**config.mk**
```make
export PLATFORM = sky130hd
export DESIGN_NAME = tsbu_wrap
export DESIGN_NICKNAME = d
export VERILOG_FILES = /design/src/three_spin_heat_bath_update_macros.svh /design/src/tsbu_pkg.sv /design/src/tsbu_wrap.sv
export SDC_FILE = /design/constraint.sdc
export NUM_CORES = 1
export LEC_CHECK = 0
export ABC_AREA = 1
export BUFFER_PORTS_ARGS = -buffer_cell sky130_fd_sc_hd__buf_2
export CORE_AREA = 4 4 57 59
export CTS_CLUSTER_DIAMETER = 150
export DETAILED_ROUTE_END_ITERATION = 6
export DIE_AREA = 0 0 61 63
export GPL_TIMING_DRIVEN = 1
export PLACE_DENSITY = 0.69
export SYNTH_ARGS = -nofsm -noshare
export SYNTH_HDL_FRONTEND = slang
export SYNTH_SLANG_ARGS = --single-unit
```
**constraint.sdc**
```tcl
create_clock -name clk -period 0.8 [get_ports clk]
set_clock_uncertainty 0.15 [all_clocks]
set_input_delay 0.08 -clock clk [delete_from_list [all_inputs] [get_ports clk]]
set_output_delay 0.08 -clock clk [all_outputs]
set_load 0.01 [all_outputs]
```
**src/three_spin_heat_bath_update_macros.svh**
```systemverilog
// assertion helpers for the heat-bath update block
`ifndef THREE_SPIN_HEAT_BATH_UPDATE_MACROS_SVH
`define THREE_SPIN_HEAT_BATH_UPDATE_MACROS_SVH

// same-cycle implication
`define TSBU_ASSERT_SAME(label, clk, rst, ante, cons) \
  label: assert property (@(posedge clk) disable iff (rst) (ante) |-> (cons)) \
    else $error("tsbu assertion failed");

// next-cycle implication
`define TSBU_ASSERT_NEXT(label, clk, rst, ante, cons) \
  label: assert property (@(posedge clk) disable iff (rst) (ante) |=> (cons)) \
    else $error("tsbu assertion failed");

`endif

```
**src/tsbu_pkg.sv**
```systemverilog
`timescale 1ns / 1ps
package tsbu_pkg;

  localparam int IDW = 9;
  localparam int THR_W = 33;
  localparam int RND_W = 32;
  localparam int FIELD_OUT_W = 6;
  localparam int MAG_OUT_W = 11;

  localparam int DEF_NODES = 512;
  localparam int DEF_MAX_PAIRS = 16;

  localparam logic [1:0] OP_CLEAR  = 2'd0;
  localparam logic [1:0] OP_ADD    = 2'd1;
  localparam logic [1:0] OP_UPDATE = 2'd2;
  localparam logic [1:0] OP_THRESH = 2'd3;

  localparam logic [1:0] ST_OK   = 2'd0;
  localparam logic [1:0] ST_FULL = 2'd1;
  localparam logic [1:0] ST_SELF = 2'd2;

  typedef struct packed {
    logic [IDW-1:0] node;
    logic [IDW-1:0] partner_a;
    logic [IDW-1:0] partner_b;
  } ids_t;

endpackage

```
**src/tsbu_wrap.sv**
```systemverilog
`timescale 1ns / 1ps
module tsbu_wrap #(
  parameter int NODES = tsbu_pkg::DEF_NODES
) (
  input  logic          clk,
  input  tsbu_pkg::ids_t raw,
  output tsbu_pkg::ids_t wrapped
);
  import tsbu_pkg::*;

  // reciprocal estimate, quotient may come out one low
  localparam int SHIFT = 18;
  localparam int RECIP = (1 << SHIFT) / NODES;

  logic [IDW-1:0] val   [3];
  logic [IDW-1:0] quot  [3];
  logic [IDW-1:0] val_q [3];
  logic [IDW-1:0] rem   [3];

  assign val[0] = raw.node;
  assign val[1] = raw.partner_a;
  assign val[2] = raw.partner_b;

  always_ff @(posedge clk) begin
    for (int i = 0; i < 3; i++) begin
      logic [31:0] prod;
      prod = 32'(val[i]) * 32'(RECIP);
      quot[i]  <= prod[SHIFT+IDW-1:SHIFT];
      val_q[i] <= val[i];
    end
  end

  always_comb begin
    for (int i = 0; i < 3; i++) begin
      logic [31:0] r;
      r = 32'(val_q[i]) - 32'(quot[i]) * 32'(NODES);
      if (r >= 32'(NODES)) begin
        r = r - 32'(NODES);
      end
      rem[i] = r[IDW-1:0];
    end
  end

  always_ff @(posedge clk) begin
    wrapped.node      <= rem[0];
    wrapped.partner_a <= rem[1];
    wrapped.partner_b <= rem[2];
  end

endmodule

```
==> metrics.md <==
| Metric | Value |
|---|---|
| Outcome | `finished, violations left` |
| Failing checks | `setup timing` |
| Rel. slew slack | `90.4%` |
| Post-CTS setup buffer count | `0` |
| Async SR Flop Fraction | `0%` |
| Initial antenna violation count | `0` |
| Hold Crit Class | `flip-flop to flip-flop` |
| R2R depth | `0` |
| Sequential area share after synthesis | `between 90% and 100%` |
| Final Max Tran Viols | `0` |
| Die width | `61 um` |
| Most frequent cell after synthesis | `dfxtp_1` |
| Critical path endpoint category | `output pin` |
| Routed wire length | `approximately 2200 um` |
| Power Density | `about 2500 nW/um^2` |
| Post-synth top flop | `dfxtp_1` |
| Bufs and invs on worst path | `1` |
| RSZ-0062 raised after global routing | `yes` |
| Gr ovfl total | `0` |
| Antenna diodes | `0` |
| Tot GR Track Use | `between 10 and 15%` |
| Post-DR wirelength/cell | `between 10 and 15 um` |
| Library cells used by synthesis | `1` |
| Worst hold path depth | `0` |
| Core area | `2710 sq um` |
| Synth warn | `0` |
| Hold Path Sink | `wrapped[16]$_DFF_P_` |
| Synth Cell Area | `between 1000 and 1500 sq um` |
| Clock-pin slew on the worst setup and hold paths | `0.14 ns` |
| Cell accounting for the most synthesized area | `dfxtp_1` |
| Post-Syn Nets | `just over 80` |
| Area of the multi-input gates | `0 sq um` |
| First drt pass iteration count | `3` |
| Worst setup margin | `-0.252 ns` |
| Critical Path, Cell by Cell | `buf_2` |
| Cell row count | `19` |
| Hold path startpoint | `val_q[0][16]$_DFF_P_` |
| Fmax | `950 MHz` |
| Multi-input logic cell count | `0` |
| Synth Area per Inst | `between 20 and 25 sq um` |
| Crit path max-delay family | `flip-flops` |
| Critical Path RT | `about 0.57 ns` |
| Critical path type | `flip-flop to output pin` |
| Flop-to-flop setup slack | `approximately 0.23 ns` |
| Post-route ant nets | `0` |
| Via count | `just under 700` |
| GPL Wtd Cong | `about 0.63` |
| Die area | `roughly 3800 sq um` |
| Count of flip-flops with a built-in enable after synthesis | `0` |
| Area Overhead vs Synth | `67.8%` |
| # setup viols final | `27` |
| Fin crit share | `132%` |
| FF-to-FF End | `wrapped[13]$_DFF_P_` |
| Arrival @ worst endpoint | `slightly above 0.8 ns` |
| Worst-Skew Late Latency | `0.35 ns` |
| Final Hold Vio Count | `0` |
| Crit Path Max Fanout | `1` |
| Yosys top cell area share | `between 90% and 100%` |
| Vias in the first global route | `between 700 and 800` |
| Worst r2r src | `val_q[0][13]$_DFF_P_` |
| Cells after Synth | `54` |
| Post-Place Worst Slack | `between 0.1 and 0.15 ns` |
| Worst-margin pin slew | `roughly 0.14 ns` |
| Total Power | `4.61 mW` |
| CTS Buf Count | `5` |
| Static Leak | `around 0.84 nW` |
| Minimum clock period | `1.05 ns` |
| Max Cap Violations | `0` |
| CTS Sinks | `54` |
| Layout Nets | `between 150 and 200` |
| Tightest hold margin | `0.187 ns` |
| Root Driver | `clkbuf_4` |
| CP peak stage delay | `roughly 0.34 ns` |
| I/O pin total | `55` |
| Drt via density | `slightly below 4` |
| Flops & latches, synth | `between 50 and 60` |
| Share of cells above drive strength 1 | `around half` |
| CP max-delay cell | `dfxtp_1` |
| Global-route wire length before repair | `approximately 3400 um` |
| VDD IR max | `about 0.0018 V` |
| H-tree depth | `2` |
| Starting density of the core | `between 30% and 40%` |
| Leading post-synthesis cells by cell area | `dfxtp_1 100%` |
| CTS Buffer Depth | `2` |
| Startpoint Class | `flip-flop` |
| Initial DRC count | `6` |
| Synth cell count leaders | `54 x dfxtp_1` |
| CTS tree | `built` |
| Post-route DRC | `0` |
| PortBufs | `54` |
| Largest net degree at the start of global routing | `17` |
| Die H | `~63 um` |
[routing by layer]
metal	routed length (um)	share of wire (%)	track usage, %	vias up
met4	0	0	4.88	0
li1	-	-	-	339
met3	235	11	5.58	0
met2	1180	53	21.0	36
met5	0	0	0	-
met1	826	37	12.7	310
[how the worst max path moves through the flow]
stage                                   start          end  slack, ns  cells past startpoint
final                     wrapped[10]$_DFF_P_  wrapped[10]      -0.25                      1
after global routing      wrapped[10]$_DFF_P_  wrapped[10]      -0.31                      1
after CTS                 wrapped[20]$_DFF_P_  wrapped[20]      -0.27                      1
after detailed placement  wrapped[26]$_DFF_P_  wrapped[26]       0.14                      1
after global placement    wrapped[25]$_DFF_P_  wrapped[25]       0.16                      1
after floorplan            wrapped[0]$_DFF_P_   wrapped[0]       0.24                      0
[stage by stage]
step / util, % / setup TNS (ns) / instance area [sq um] / cells
detailed placement: 51.3 / 0 / 1390 / 139
CTS: 65.0 / -6.76 / 1760 / 174
global route: 66.9 / -7.69 / 1810 / 174
finish: 66.9 / -6.16 / 1810 / 174
floorplan: - / 0 / 1080 / 54
global placement: 51.3 / 0 / 1390 / 139
[where the power goes]
part / switching [mW] / leakage, nW / internal [mW]
logic: 0.102 / 0.346 / 0.207
clock network: 0.763 / 0.0385 / 0.661
registers: 0.0396 / 0.456 / 2.84
[cell type report]
type | instances | area (sq um)
clock buffers | 6 | 41.3
clock inverters | 2 | 37.5
fillers | 210 | 896
flip-flops and latches | 54 | 1090
well taps | 31 | 38.8
repair buffers | 81 | 603
[sequential cells by signal, summed over array words and instances (netlist names)]
signal   flops
val_q       27
wrapped     27
[cells by family after synthesis]
group	Yosys count	synth area share, %
DFF	54	100
[repair_timing]
item	CTS	global route
pin swaps	0	0
endpoints found under the setup margin	27	27
hold endpoints to repair	27	0
gates resized for setup	6	14
hold buffers	27	0
[placed cells by master (no fill, tap or decap)]
cell,instances
dfxtp_2,10
buf_6,10
dlygate4sd3_1,27
clkinvlp_4,1
dfxtp_1,44
clkbuf_4,5
clkbuf_1,1
bufinv_16,1
buf_2,44
Note: power is estimated with default switching activity, not from simulation.
